==> src/rtl/tsc_pkg.sv <==
package tsc_pkg;

    // field widths
    localparam int COORD_W = 12;
    localparam int TIMER_W = 16;
    localparam int CFG_W   = 16;
    localparam int IDX_W   = 3;

    // shared multiplier: a is one or two coordinates wide, b one coordinate
    localparam int MUL_A_W = 2 * COORD_W;
    localparam int MUL_P_W = MUL_A_W + COORD_W;

    // shared divider: dividend register and step counter
    localparam int DIV_W   = MUL_P_W;
    localparam int CNT_W   = $clog2(DIV_W + 1);

    // pressure rounding and output range
    localparam logic [DIV_W:0]   PR_ROUND = (DIV_W + 1)'(2047);
    localparam int               PR_SHIFT = 12;
    localparam logic [COORD_W-1:0] COORD_MAX = {COORD_W{1'b1}};

    // register indexes
    localparam logic [IDX_W-1:0] CFG_CAL_X_MIN    = 3'd0;
    localparam logic [IDX_W-1:0] CFG_CAL_X_MAX    = 3'd1;
    localparam logic [IDX_W-1:0] CFG_CAL_Y_MIN    = 3'd2;
    localparam logic [IDX_W-1:0] CFG_CAL_Y_MAX    = 3'd3;
    localparam logic [IDX_W-1:0] CFG_PLATE_OHMS   = 3'd4;
    localparam logic [IDX_W-1:0] CFG_JITTER_LIMIT = 3'd5;
    localparam logic [IDX_W-1:0] CFG_PENUP_TICKS  = 3'd6;

    // input mode and result kind codes
    localparam logic MODE_SAMPLE = 1'b0;
    localparam logic MODE_TICK   = 1'b1;
    localparam logic KIND_POS    = 1'b0;
    localparam logic KIND_REL    = 1'b1;

    typedef struct packed {
        logic               mode;
        logic [COORD_W-1:0] raw_x;
        logic [COORD_W-1:0] raw_y;
        logic [COORD_W-1:0] raw_z1;
        logic [COORD_W-1:0] raw_z2;
    } t_in_item;

    typedef struct packed {
        logic               kind;
        logic [COORD_W-1:0] pos_x;
        logic [COORD_W-1:0] pos_y;
        logic [COORD_W-1:0] pressure;
        logic               touch_start;
    } t_out_item;

    typedef enum logic [3:0] {
        S_IDLE,
        S_DECODE,
        S_MULX,
        S_DIVX,
        S_MULY,
        S_DIVY,
        S_FIXY,
        S_MULP1,
        S_MULP2,
        S_DIVP,
        S_CHECK,
        S_EMIT
    } t_state;

endpackage

==> src/rtl/tsc_in_if.sv <==
interface tsc_in_if;
    import tsc_pkg::*;

    logic     valid;
    logic     ready;
    t_in_item data;

    modport source (output valid, output data, input ready);
    modport sink   (input valid, input data, output ready);
endinterface

==> src/rtl/tsc_out_if.sv <==
interface tsc_out_if;
    import tsc_pkg::*;

    logic      valid;
    logic      ready;
    t_out_item data;

    modport source (output valid, output data, input ready);
    modport sink   (input valid, input data, output ready);
endinterface

==> src/rtl/touch_sample_conditioner_unit.sv <==
// Touch sample: scaled by the shared restoring divider (24 + 24 + 36 one-bit steps) behind
// one multiplier. Time tick: counts down the armed pen-up timer and makes a release report
// when it runs out. A finished result waits in the output register while the next word is
// taken in; a full one holds the block.
// Synchronous active-low reset: calibration defaults, state clears, countdown disarmed.
module touch_sample_conditioner_unit (
    input  logic                        i_clk,
    input  logic                        i_rst_n,
    input  logic                        i_cfg_we,
    input  logic [tsc_pkg::IDX_W-1:0]   i_cfg_idx,
    input  logic [tsc_pkg::CFG_W-1:0]   i_cfg_data,
    tsc_in_if.sink                      i_in,
    tsc_out_if.source                   o_out
);
    import tsc_pkg::*;

    // configuration
    logic [COORD_W-1:0] r_cal_x_min, r_cal_x_max, r_cal_y_min, r_cal_y_max;
    logic [COORD_W-1:0] r_plate_ohms, r_jitter_limit;
    logic [TIMER_W-1:0] r_penup_ticks;

    // sequencer and held word
    t_state             r_state, n_state;
    t_in_item           r_item;

    // tracking state
    logic [COORD_W-1:0] r_last_x, r_last_y;
    logic               r_pen_active;
    logic [TIMER_W-1:0] r_countdown;
    logic               r_armed;

    // datapath
    logic [COORD_W-1:0] r_px, r_py;
    logic [MUL_A_W-1:0] r_prod;
    logic [DIV_W-1:0]   r_dq;
    logic [COORD_W-1:0] r_rem;
    logic [COORD_W-1:0] r_dvs;
    logic [CNT_W-1:0]   r_cnt;
    logic               r_qneg;
    logic               r_zspan;

    // results
    t_out_item          r_res;
    t_out_item          r_out;
    logic               r_out_vld;

    // combinational
    logic               in_acc;
    logic               out_free;
    logic [MUL_A_W-1:0] mul_a;
    logic [COORD_W-1:0] mul_b;
    logic [MUL_P_W-1:0] mul_p;
    logic [COORD_W:0]   div_sh;
    logic [COORD_W:0]   div_sub;
    logic               div_ge;
    logic [COORD_W:0]   xd_raw, xs_raw, yd_raw, ys_raw;
    logic [COORD_W-1:0] xd_mag, xs_mag, yd_mag, ys_mag;
    logic [COORD_W-1:0] fix_x, fix_y;
    logic [MUL_A_W:0]   y_sum;
    logic [DIV_W:0]     pr_sum;
    logic               pr_bad;
    logic [COORD_W-1:0] jit_dx, jit_dy;
    logic               report;

    assign in_acc   = i_in.valid && i_in.ready;
    assign out_free = !r_out_vld || o_out.ready;

    // configuration writes
    always_ff @(posedge i_clk) begin
        if (!i_rst_n) begin
            r_cal_x_min    <= '0;
            r_cal_x_max    <= COORD_MAX;
            r_cal_y_min    <= '0;
            r_cal_y_max    <= COORD_MAX;
            r_plate_ohms   <= COORD_W'(400);
            r_jitter_limit <= COORD_W'(15);
            r_penup_ticks  <= TIMER_W'(100);
        end else if (i_cfg_we) begin
            case (i_cfg_idx)
                CFG_CAL_X_MIN:    r_cal_x_min    <= i_cfg_data[COORD_W-1:0];
                CFG_CAL_X_MAX:    r_cal_x_max    <= i_cfg_data[COORD_W-1:0];
                CFG_CAL_Y_MIN:    r_cal_y_min    <= i_cfg_data[COORD_W-1:0];
                CFG_CAL_Y_MAX:    r_cal_y_max    <= i_cfg_data[COORD_W-1:0];
                CFG_PLATE_OHMS:   r_plate_ohms   <= i_cfg_data[COORD_W-1:0];
                CFG_JITTER_LIMIT: r_jitter_limit <= i_cfg_data[COORD_W-1:0];
                CFG_PENUP_TICKS:  r_penup_ticks  <= i_cfg_data[TIMER_W-1:0];
                default: ;
            endcase
        end
    end

    // signed differences against calibration, kept as sign and magnitude
    always_comb begin
        xd_raw = {1'b0, r_item.raw_x} - {1'b0, r_cal_x_min};
        xs_raw = {1'b0, r_cal_x_max}  - {1'b0, r_cal_x_min};
        yd_raw = {1'b0, r_item.raw_y} - {1'b0, r_cal_y_min};
        ys_raw = {1'b0, r_cal_y_max}  - {1'b0, r_cal_y_min};
        xd_mag = xd_raw[COORD_W] ? COORD_W'(-xd_raw) : xd_raw[COORD_W-1:0];
        xs_mag = xs_raw[COORD_W] ? COORD_W'(-xs_raw) : xs_raw[COORD_W-1:0];
        yd_mag = yd_raw[COORD_W] ? COORD_W'(-yd_raw) : yd_raw[COORD_W-1:0];
        ys_mag = ys_raw[COORD_W] ? COORD_W'(-ys_raw) : ys_raw[COORD_W-1:0];
    end

    // next state
    always_comb begin
        n_state = r_state;
        case (r_state)
            S_IDLE:   if (in_acc) n_state = S_DECODE;
            S_DECODE: begin
                if (r_item.mode == MODE_SAMPLE) begin
                    n_state = S_MULX;
                end else if (r_armed && r_countdown <= TIMER_W'(1)) begin
                    n_state = S_EMIT;
                end else begin
                    n_state = S_IDLE;
                end
            end
            S_MULX:   n_state = S_DIVX;
            S_DIVX:   if (r_cnt == CNT_W'(1)) n_state = S_MULY;
            S_MULY:   n_state = S_DIVY;
            S_DIVY:   if (r_cnt == CNT_W'(1)) n_state = S_FIXY;
            S_FIXY:   n_state = S_MULP1;
            S_MULP1:  n_state = S_MULP2;
            S_MULP2:  n_state = S_DIVP;
            S_DIVP:   if (r_cnt == CNT_W'(1)) n_state = S_CHECK;
            S_CHECK:  n_state = report ? S_EMIT : S_IDLE;
            S_EMIT:   if (out_free) n_state = S_IDLE;
            default:  n_state = S_IDLE;
        endcase
    end

    // handshake and shared multiplier operand select
    always_comb begin
        i_in.ready = (r_state == S_IDLE);
        mul_a      = '0;
        mul_b      = '0;
        case (r_state)
            S_MULX: begin
                mul_a = MUL_A_W'(xd_mag);
                mul_b = r_cal_x_max;
            end
            S_MULY: begin
                mul_a = MUL_A_W'(yd_mag);
                mul_b = r_cal_y_max;
            end
            S_MULP1: begin
                mul_a = MUL_A_W'(r_item.raw_z2 - r_item.raw_z1);
                mul_b = r_py;
            end
            S_MULP2: begin
                mul_a = r_prod;
                mul_b = r_plate_ohms;
            end
            default: ;
        endcase
    end

    assign mul_p = mul_a * mul_b;

    // one restoring divider step
    always_comb begin
        div_sh  = {r_rem, r_dq[DIV_W-1]};
        div_ge  = div_sh >= {1'b0, r_dvs};
        div_sub = div_sh - {1'b0, r_dvs};
    end

    // clamp of the coordinate quotients
    always_comb begin
        y_sum = {1'b0, r_dq[MUL_A_W-1:0]} + (MUL_A_W + 1)'(r_cal_y_max);
        if (r_zspan || r_qneg) begin
            fix_x = '0;
        end else if (r_dq[MUL_A_W-1:COORD_W] != '0) begin
            fix_x = COORD_MAX;
        end else begin
            fix_x = r_dq[COORD_W-1:0];
        end
        if (r_zspan) begin
            fix_y = r_cal_y_max;
        end else if (r_qneg) begin
            fix_y = (y_sum[MUL_A_W:COORD_W] != '0) ? COORD_MAX : y_sum[COORD_W-1:0];
        end else if (r_dq[MUL_A_W-1:0] > MUL_A_W'(r_cal_y_max)) begin
            fix_y = '0;
        end else begin
            fix_y = r_cal_y_max - r_dq[COORD_W-1:0];
        end
    end

    // pressure rounding, drop and jitter checks
    always_comb begin
        pr_sum = {1'b0, r_dq} + PR_ROUND;
        pr_bad = (r_item.raw_z1 == '0) || (r_item.raw_z2 < r_item.raw_z1) ||
                 (pr_sum[DIV_W:PR_SHIFT+COORD_W] != '0) ||
                 (pr_sum[DIV_W:PR_SHIFT] == '0);
        jit_dx = (r_px > r_last_x) ? r_px - r_last_x : r_last_x - r_px;
        jit_dy = (r_py > r_last_y) ? r_py - r_last_y : r_last_y - r_py;
        report = !pr_bad && (jit_dx < r_jitter_limit) && (jit_dy < r_jitter_limit);
    end

    // sequencer, divider and tracking state
    always_ff @(posedge i_clk) begin
        if (!i_rst_n) begin
            r_state      <= S_IDLE;
            r_last_x     <= '0;
            r_last_y     <= '0;
            r_pen_active <= 1'b0;
            r_countdown  <= '0;
            r_armed      <= 1'b0;
            r_cnt        <= '0;
        end else begin
            r_state <= n_state;
            case (r_state)
                S_IDLE: if (in_acc) r_item <= i_in.data;
                S_DECODE: begin
                    if (r_item.mode == MODE_SAMPLE) begin
                        r_countdown <= r_penup_ticks;
                        r_armed     <= 1'b1;
                    end else if (r_armed) begin
                        if (r_countdown <= TIMER_W'(1)) begin
                            r_countdown  <= '0;
                            r_armed      <= 1'b0;
                            r_pen_active <= 1'b0;
                            r_res        <= '{kind: KIND_REL, pos_x: '0, pos_y: '0,
                                              pressure: '0, touch_start: 1'b0};
                        end else begin
                            r_countdown <= r_countdown - TIMER_W'(1);
                        end
                    end
                end
                S_MULX: begin
                    r_dq    <= {mul_p[MUL_A_W-1:0], COORD_W'(0)};
                    r_rem   <= '0;
                    r_dvs   <= xs_mag;
                    r_cnt   <= CNT_W'(MUL_A_W);
                    r_qneg  <= xd_raw[COORD_W] ^ xs_raw[COORD_W];
                    r_zspan <= (xs_mag == '0);
                end
                S_MULY: begin
                    r_px    <= fix_x;
                    r_dq    <= {mul_p[MUL_A_W-1:0], COORD_W'(0)};
                    r_rem   <= '0;
                    r_dvs   <= ys_mag;
                    r_cnt   <= CNT_W'(MUL_A_W);
                    r_qneg  <= yd_raw[COORD_W] ^ ys_raw[COORD_W];
                    r_zspan <= (ys_mag == '0);
                end
                S_FIXY:  r_py   <= fix_y;
                S_MULP1: r_prod <= mul_p[MUL_A_W-1:0];
                S_MULP2: begin
                    r_dq  <= mul_p;
                    r_rem <= '0;
                    r_dvs <= r_item.raw_z1;
                    r_cnt <= CNT_W'(DIV_W);
                end
                S_DIVX, S_DIVY, S_DIVP: begin
                    r_dq  <= {r_dq[DIV_W-2:0], div_ge};
                    r_rem <= div_ge ? div_sub[COORD_W-1:0] : div_sh[COORD_W-1:0];
                    r_cnt <= r_cnt - CNT_W'(1);
                end
                S_CHECK: begin
                    r_last_x <= r_px;
                    r_last_y <= r_py;
                    if (report) begin
                        r_pen_active <= 1'b1;
                        r_res        <= '{kind: KIND_POS, pos_x: r_px, pos_y: r_py,
                                          pressure: pr_sum[PR_SHIFT+COORD_W-1:PR_SHIFT],
                                          touch_start: !r_pen_active};
                    end
                end
                default: ;
            endcase
        end
    end

    // output register
    always_ff @(posedge i_clk) begin
        if (!i_rst_n) begin
            r_out_vld <= 1'b0;
        end else if (r_state == S_EMIT && out_free) begin
            r_out_vld <= 1'b1;
            r_out     <= r_res;
        end else if (o_out.ready) begin
            r_out_vld <= 1'b0;
        end
    end

    assign o_out.valid = r_out_vld;
    assign o_out.data  = r_out;

    // block is busy right after taking a word
    a_busy_after_accept: assert property (@(posedge i_clk) disable iff (!i_rst_n)
        in_acc |=> !i_in.ready)
        else $error("input ready right after an accepted word");

    // divider never idles inside a divide state
    a_div_count: assert property (@(posedge i_clk) disable iff (!i_rst_n)
        (r_state == S_DIVX || r_state == S_DIVY || r_state == S_DIVP) |-> r_cnt != '0)
        else $error("divide state with exhausted step count");

    // pen goes down only on a position report
    a_pen_active: assert property (@(posedge i_clk) disable iff (!i_rst_n)
        $rose(r_pen_active) |-> $past(r_state) == S_CHECK)
        else $error("pen down outside of a report");

endmodule

==> src/flat_wrapper.sv <==
// flat-port wrapper written by rule: the top's interface ports become plain ports
module touch_sample_conditioner_unit_flat import tsc_pkg::*;
  (i_clk, i_rst_n, i_cfg_we, i_cfg_idx, i_cfg_data, i_in_valid, i_in_data, i_in_ready, o_out_valid, o_out_data, o_out_ready);
  tsc_in_if i_in_i ();
  tsc_out_if o_out_i ();
  input  logic i_clk;
  input  logic i_rst_n;
  input  logic i_cfg_we;
  input  logic [tsc_pkg::IDX_W-1:0] i_cfg_idx;
  input  logic [tsc_pkg::CFG_W-1:0] i_cfg_data;
  input wire logic [$bits(i_in_i.valid)-1:0] i_in_valid;
  input wire logic [$bits(i_in_i.data)-1:0] i_in_data;
  output wire logic [$bits(i_in_i.ready)-1:0] i_in_ready;
  output wire logic [$bits(o_out_i.valid)-1:0] o_out_valid;
  output wire logic [$bits(o_out_i.data)-1:0] o_out_data;
  input wire logic [$bits(o_out_i.ready)-1:0] o_out_ready;
  assign i_in_i.valid = i_in_valid;
  assign i_in_i.data = i_in_data;
  assign i_in_ready = i_in_i.ready;
  assign o_out_valid = o_out_i.valid;
  assign o_out_data = o_out_i.data;
  assign o_out_i.ready = o_out_ready;
  touch_sample_conditioner_unit u_core (.i_clk(i_clk), .i_rst_n(i_rst_n), .i_cfg_we(i_cfg_we), .i_cfg_idx(i_cfg_idx), .i_cfg_data(i_cfg_data), .i_in(i_in_i), .o_out(o_out_i));
endmodule
==> config.mk <==
export PLATFORM = sky130hd
export DESIGN_NAME = touch_sample_conditioner_unit_flat
export DESIGN_NICKNAME = d
export VERILOG_FILES = /design/src/rtl/tsc_pkg.sv /design/src/rtl/tsc_in_if.sv /design/src/rtl/tsc_out_if.sv /design/src/rtl/touch_sample_conditioner_unit.sv /design/src/flat_wrapper.sv
export SDC_FILE = /design/constraint.sdc
export NUM_CORES = 2
export LEC_CHECK = 0
export BUFFER_PORTS_ARGS = -buffer_cell sky130_fd_sc_hd__buf_2
export CORE_ASPECT_RATIO = 1.2
export CORE_UTILIZATION = 30
export DETAILED_ROUTE_END_ITERATION = 12
export PLACE_DENSITY = 0.46
export SLEW_MARGIN = 30
export SYNTH_ARGS = -nofsm -noshare
export SYNTH_HDL_FRONTEND = slang
export SYNTH_SLANG_ARGS = --single-unit
==> constraint.sdc <==
create_clock -name i_clk -period 20.6 [get_ports i_clk]
set_clock_uncertainty 0.1 [all_clocks]
set_input_delay 1.03 -clock i_clk [delete_from_list [all_inputs] [get_ports i_clk]]
set_output_delay 1.03 -clock i_clk [all_outputs]
set_load 0.02 [all_outputs]
# Yosys cells after proc, flatten, opt, wreduce, memory -nomap -nowiden
# Cells that the tools add are included.
[op_classes]
n_reduce_logical = 51
eq_ne = 28
magnitude_cmp = 8
mux = 47
bitwise = 2
add_sub_neg = 19
multipliers = 1
[ops]
columns = ["operator", "n"]
rows = [
  ["38-bit 2-to-1 mux", 4],
  ["12-bit 2-to-1 mux", 12],
  ["36-bit one-hot mux with 3 select lines", 1],
  ["24-bit one-hot mux with 4 select lines", 1],
  ["38-bit one-hot mux with 2 select lines", 1],
  ["12-bit subtractor", 6],
  ["12-bit by 12-bit subtractor with 13-bit output", 5],
  ["16-bit 2-to-1 mux", 3],
  ["12-bit negation", 4],
  ["12-bit one-hot mux with 4 select lines", 1],
  ["4-bit one-hot mux with 12 select lines", 1],
  ["36-bit by 11-bit adder with 37-bit output, second input constant", 1],
  ["12-bit zero test", 3],
  ["12-bit less-than comparator", 3],
  ["24-bit by 12-bit multiplier with 36-bit output", 1],
  ["12-bit one-hot mux with 3 select lines", 1],
  ["4-bit 2-to-1 mux", 8],
  ["2-bit AND reduction", 16],
  ["13-bit nonzero test", 2],
  ["24-bit by 12-bit adder with 25-bit output", 1],
  ["25-bit zero test", 1],
  ["12-bit > comparator", 2],
  ["24-bit by 12-bit > comparator with 1-bit output", 1],
  ["12-bit one-hot mux with 2 select lines", 1],
  ["other kinds (31)", 76],
]
[totals]
elab_cells = 194
regBits = 376
inputBits = 73
out_inout_bits = 40

# Logic depth before layout (Yosys ltp)
[logic_depth]
word_depth = 9
ltp_mapped = 36
mapped_depth_nobuf = 35

# Least setup slack after synthesis
# OpenSTA, ideal clock, no wires.
[synth_path]
path_type = "register to register"
startpoint = "register u_core.r_item[24] (netlist name)"
endpoint = "register u_core.r_dq[35] (data pin)"
stages_incl_launch_ff = 33
t_required_ps = 20231
n_path_buf = 1
path_slack_ps = 12028
arrival_ps = 8203
setup_time_ps = 269
period_less_slack_ps = 8572
cell_sequence = "edfxtp_1 inv_1 ha_1 fa_1 nand2b_1 a21oi_1 nor2_1 xnor2_1 or4b_1 or3_1 o31ai_1 mux2i_1 o211ai_2 and2_1 fa_1 inv_1 fa_1 fa_1 fa_1 fa_1 inv_1 ha_1 clkbuf_1 a21o_1 a21o_1 a2111oi_0 a31o_2 a211oi_1 a311o_1 a31oi_1 a21oi_1 a21oi_1 o21ai_0"
[synth_between]
elab_chain_len = 6
[synth_rtl]
columns = ["item", "line_no", "text"]
rows = [
  ["start: declaration", "touch_sample_conditioner_unit.sv:24", "t_in_item r_item;"],
  ["start signal: assignment", "touch_sample_conditioner_unit.sv:212", "S_IDLE: if (in_acc) r_item <= i_in.data;"],
  ["12-bit by 12-bit subtractor with 13-bit output *", "touch_sample_conditioner_unit.sv:96", "yd_raw = {1'b0, r_item.raw_y} - {1'b0, r_cal_y_min};"],
  ["12-bit negation", "touch_sample_conditioner_unit.sv:100", "yd_mag = yd_raw[COORD_W] ? COORD_W'(-yd_raw) : yd_raw[COORD_W-1:0];"],
  ["12-bit 2-to-1 mux *", "touch_sample_conditioner_unit.sv:100", ""],
  ["24-bit one-hot mux with 4 select lines *", "touch_sample_conditioner_unit.sv:137", "case (r_state)"],
  ["24-bit by 12-bit multiplier with 36-bit output *", "touch_sample_conditioner_unit.sv:158", "assign mul_p = mul_a * mul_b;"],
  ["36-bit one-hot mux with 3 select lines *", "touch_sample_conditioner_unit.sv:211", "case (r_state)"],
  ["end signal: assignment", "touch_sample_conditioner_unit.sv:230", "r_dq <= {mul_p[MUL_A_W-1:0], COORD_W'(0)};"],
  ["end signal: assignment", "touch_sample_conditioner_unit.sv:239", "r_dq <= {mul_p[MUL_A_W-1:0], COORD_W'(0)};"],
  ["end signal: assignment", "touch_sample_conditioner_unit.sv:249", "r_dq <= mul_p;"],
  ["end: declaration", "touch_sample_conditioner_unit.sv:35", "logic [DIV_W-1:0] r_dq;"],
]
# Mark *: on every way between the ends. The rest lies on a longest branch, timed or not.
# A chain may end at the register's enable or synchronous reset.

# Worst setup path after layout
# Ends and elaborated chain as after synthesis.

==> summary.txt <==
Status
  – Status: complete, no violations

Pwr
  – PwrDens: 85.36 nW/µm²
  – Peak VDD IR: 0.05270 mV
  – Static Leak: 15.45 nW

Clock tree
  – Clock transition at path regs: 0.06 ns
  – Worst skew pair latency: 0.60 ns
  – Post-CTS setup buffer count: 0
  – Sink Count: ~380
  – CTS tree: done
  – # hold bufs at CTS: 0
  – Root Buffer: clkbuf_16
  – Post_cts resized: 0
  – Htree depth: 2
  – CTS Buffer Depth: 3
  – TritonCTS Buffers: 47

Floorplanning
  – Core Region: 108,000 µm²
  – Starting density of the core: 30.27%
  – I/O pin cnt: 113
  – Row Count: 132
  – Die Area: approximately 110,000 µm²
  – Chip height: roughly 360 µm
  – Die width: 303.4 µm

Logic synthesis
  – Syn Inst Count: ~3,700
  – Ys async rst share: 0%
  – Cell Area, Synth: approximately 33,000 µm²
  – Post-synth top area share: 21.58%
  – Area leader, netlist: edfxtp_1
  – Post-synth EDFFs: 235
  – Netlist cell types: 86
  – Syn Area/Cell: 8.768 µm²
  – Yosys reg bits: roughly 380
  – Sequential-to-total area share from yosys stat: 30.22%
  – Syn nets: about 4,300
  – Prevailing post-synth register cell: edfxtp_1
  – Synth area leaders: edfxtp_1, fa_1, ha_1
  – Ys Warns: 0

STA
  – Final setup vio count: 0
  – F_max: around 0.11 GHz
  – Final period util: 45.44%
  – Unrepaired setup endpoints after global routing: no
  – Slew headroom: 34.55%
  – Least-Margin Pin Slew: 0.9764 ns
  – Final Max Slew Viols: 0
  – Fin crit period: 9.361 ns
  – Setup TNS: 0 ns
  – Final hold violation count: 0

Cells and area
  – Core Util, Final: 33.81%
  – Multi-input gate area: ~20,000 µm²
  – Post-layout nets: 4,331
  – Non-Filler Instances: roughly 5,200
  – Commonest non-fill, non-tap cell in the layout: nand2_1
  – # fillers: between 10,000 and 15,000
  – Commonest cells after routing, fill and taps aside: nand2_1, inv_1, ha_1
  – Final instance area: 36,520 µm²
  – Area occupied by registers: 9879 µm²
  – Antenna diodes: 0
  – Layout cells sized above 1: 7.773%
  – Layout area overhead: 11.70%

Global routing
  – First-pass GRT wire length: 163,900 µm
  – GRT Residual Overflow: 0
  – Largest net degree at the start of global routing: 68
  – Initial antenna violation count: 2
  – Total track usage: 19.41%
  – Number of global-route vias before repair: 26,770

Critical path
  – CP max FO: 12
  – Crit end category: flip-flop
  – Slowest CP cell: or4b_1
  – CP peak stage delay: 0.55 ns
  – Critical Path AT: 9.59 ns
  – Critical path class: reg -> reg
  – CP most frequent cell: fa_1
  – CP Launch Type: flip-flop
  – WP data required: about 21 ns

Placement
  – HPWL Detailed: between 80,000 and 90,000 µm
  – Placed cell area: 34,920 µm²
  – Routability cong.: just under 0.9
  – I/O Buffers: 112
  – Placed insts: between 5,000 and 6,000

Worst hold path
  – Tightest Hold Check Type: reg -> reg

Detailed routing
  – DR pass1 iterations: 6
  – Remaining DRCs: 0
  – Post-route ant nets: 0
  – Routed len/inst: 20.42 µm
  – Violation count after the first detailed-route iteration: roughly 1,600
  – Routed vias/inst: 5.099
  – Via count: roughly 27,000
  – Final wirelength: 106,500 µm

Run
  – MaxCap Viol Count: 0
==> sequential cells by signal (all words and copies together), names as in the netlist, 4 cells and up <==
register,flops
u_core.r_rem,12
u_core.r_res,38
u_core.r_dq,36
u_core.r_plate_ohms,12
u_core.o_out.data,38
u_core.r_item,49
u_core.r_prod,24
u_core.r_last_y,12
u_core.r_cal_x_max,12
u_core.r_jitter_limit,12
u_core.r_cal_y_max,12
u_core.r_penup_ticks,16
u_core.r_state,4
u_core.r_dvs,12
u_core.r_cnt,6
u_core.r_countdown,16
u_core.r_px,12
u_core.r_cal_x_min,12
u_core.r_cal_y_min,12
u_core.r_py,12
u_core.r_last_x,12
==> cells in the mapped netlist (41+ instances only) <==
| master | number |
|---|---|
| nand2_1 | 571 |
| inv_1 | 490 |
| ha_1 | 257 |
| a21oi_1 | 244 |
| edfxtp_1 | 235 |
| fa_1 | 232 |
| nor2_1 | 213 |
| o21ai_0 | 155 |
| clkbuf_1 | 152 |
| dfxtp_1 | 141 |
| xnor2_1 | 83 |
| and2_1 | 81 |
| nand3_1 | 70 |
| a21o_1 | 64 |
| nor3_1 | 63 |
| xor2_1 | 62 |
| o211ai_1 | 41 |
==> metrics by stage <==
step	worst slack (ns)	power (mW)	hold slack (ns)
finish	11.24	3.117	0.3115
floorplan	12.03	1.849	0.3003
global placement	11.38	2.284	0.3014
detailed placement	11.31	2.291	0.3070
CTS	11.29	3.137	0.3136
global route	10.58	3.321	0.3151
==> logic make-up (layout without fill, tap and decap cells) <==
kind of cell / after synthesis / count (layout) / share of synthesized area (%)
buf+inv: 663 / 742 / 7.681
simple gates: 1204 / 1204 / 16.78
fa+ha+maj: 489 / 489 / 24.04
compound gates: 816 / 816 / 16.25
mux: 36 / 36 / 1.152
xor+xnor: 145 / 145 / 3.884
flops: 376 / 376 / 30.22
==> power by group <==
group	switching, mW	leakage (nW)	internal, mW
clock	0.350	0.749	0.480
sequential	0.0952	3.30	0.904
combinational	0.852	11.4	0.437
total	1.30	15.5	1.82
==> critical path: cells and delay by family, from the launching register on <==
kind,cells,cell delay (ns)
and+or+nand+nor,5,1.41
muxes,1,0.29
buffers and inverters,4,0.35
AOI/OAI and AO/OA,13,2.72
xor gates and xnor gates,1,0.18
DFF,1,0.32
adders and majority gates,8,3.71
==> path summary, 6_finish.rpt <==
check                                 start                               to  slack [ns]  cells after the start
min          u_core.r_res[13]$_SDFFCE_PN0P_  u_core.o_out.data[13]$_DFFE_PP_        0.31                      0
max reg2reg     u_core.r_item[24]$_DFFE_PP_        u_core.r_dq[35]$_DFFE_PP_       11.24                     32
min reg2reg  u_core.r_res[13]$_SDFFCE_PN0P_  u_core.o_out.data[13]$_DFFE_PP_        0.31                      0
max             u_core.r_item[24]$_DFFE_PP_        u_core.r_dq[35]$_DFFE_PP_       11.24                     32
==> routing by layer <==
layer  global-route usage, %  share of wire (%)  vias up
met4                   5.157                2.6        0
met3                   1.573                3.6      117
met1                   25.50                 45    13130
met2                   33.99                 49      554
met5                       0                  0        -
li1                        -                  -    12790
==> area by class of cell <==
| cell class | count | area share (%) |
|---|---|---|
| Inverter | 492 | 5.064 |
| Tap cell | 1407 | 4.820 |
| Clock inverter | 24 | 0.5585 |
| Multi-Input combinational cell | 2690 | 56.12 |
| Sequential cell | 376 | 27.05 |
| Clock buffer | 64 | 3.645 |
| Timing Repair Buffer | 162 | 2.741 |
No activity file was read; power rests on OpenSTA's default activity.
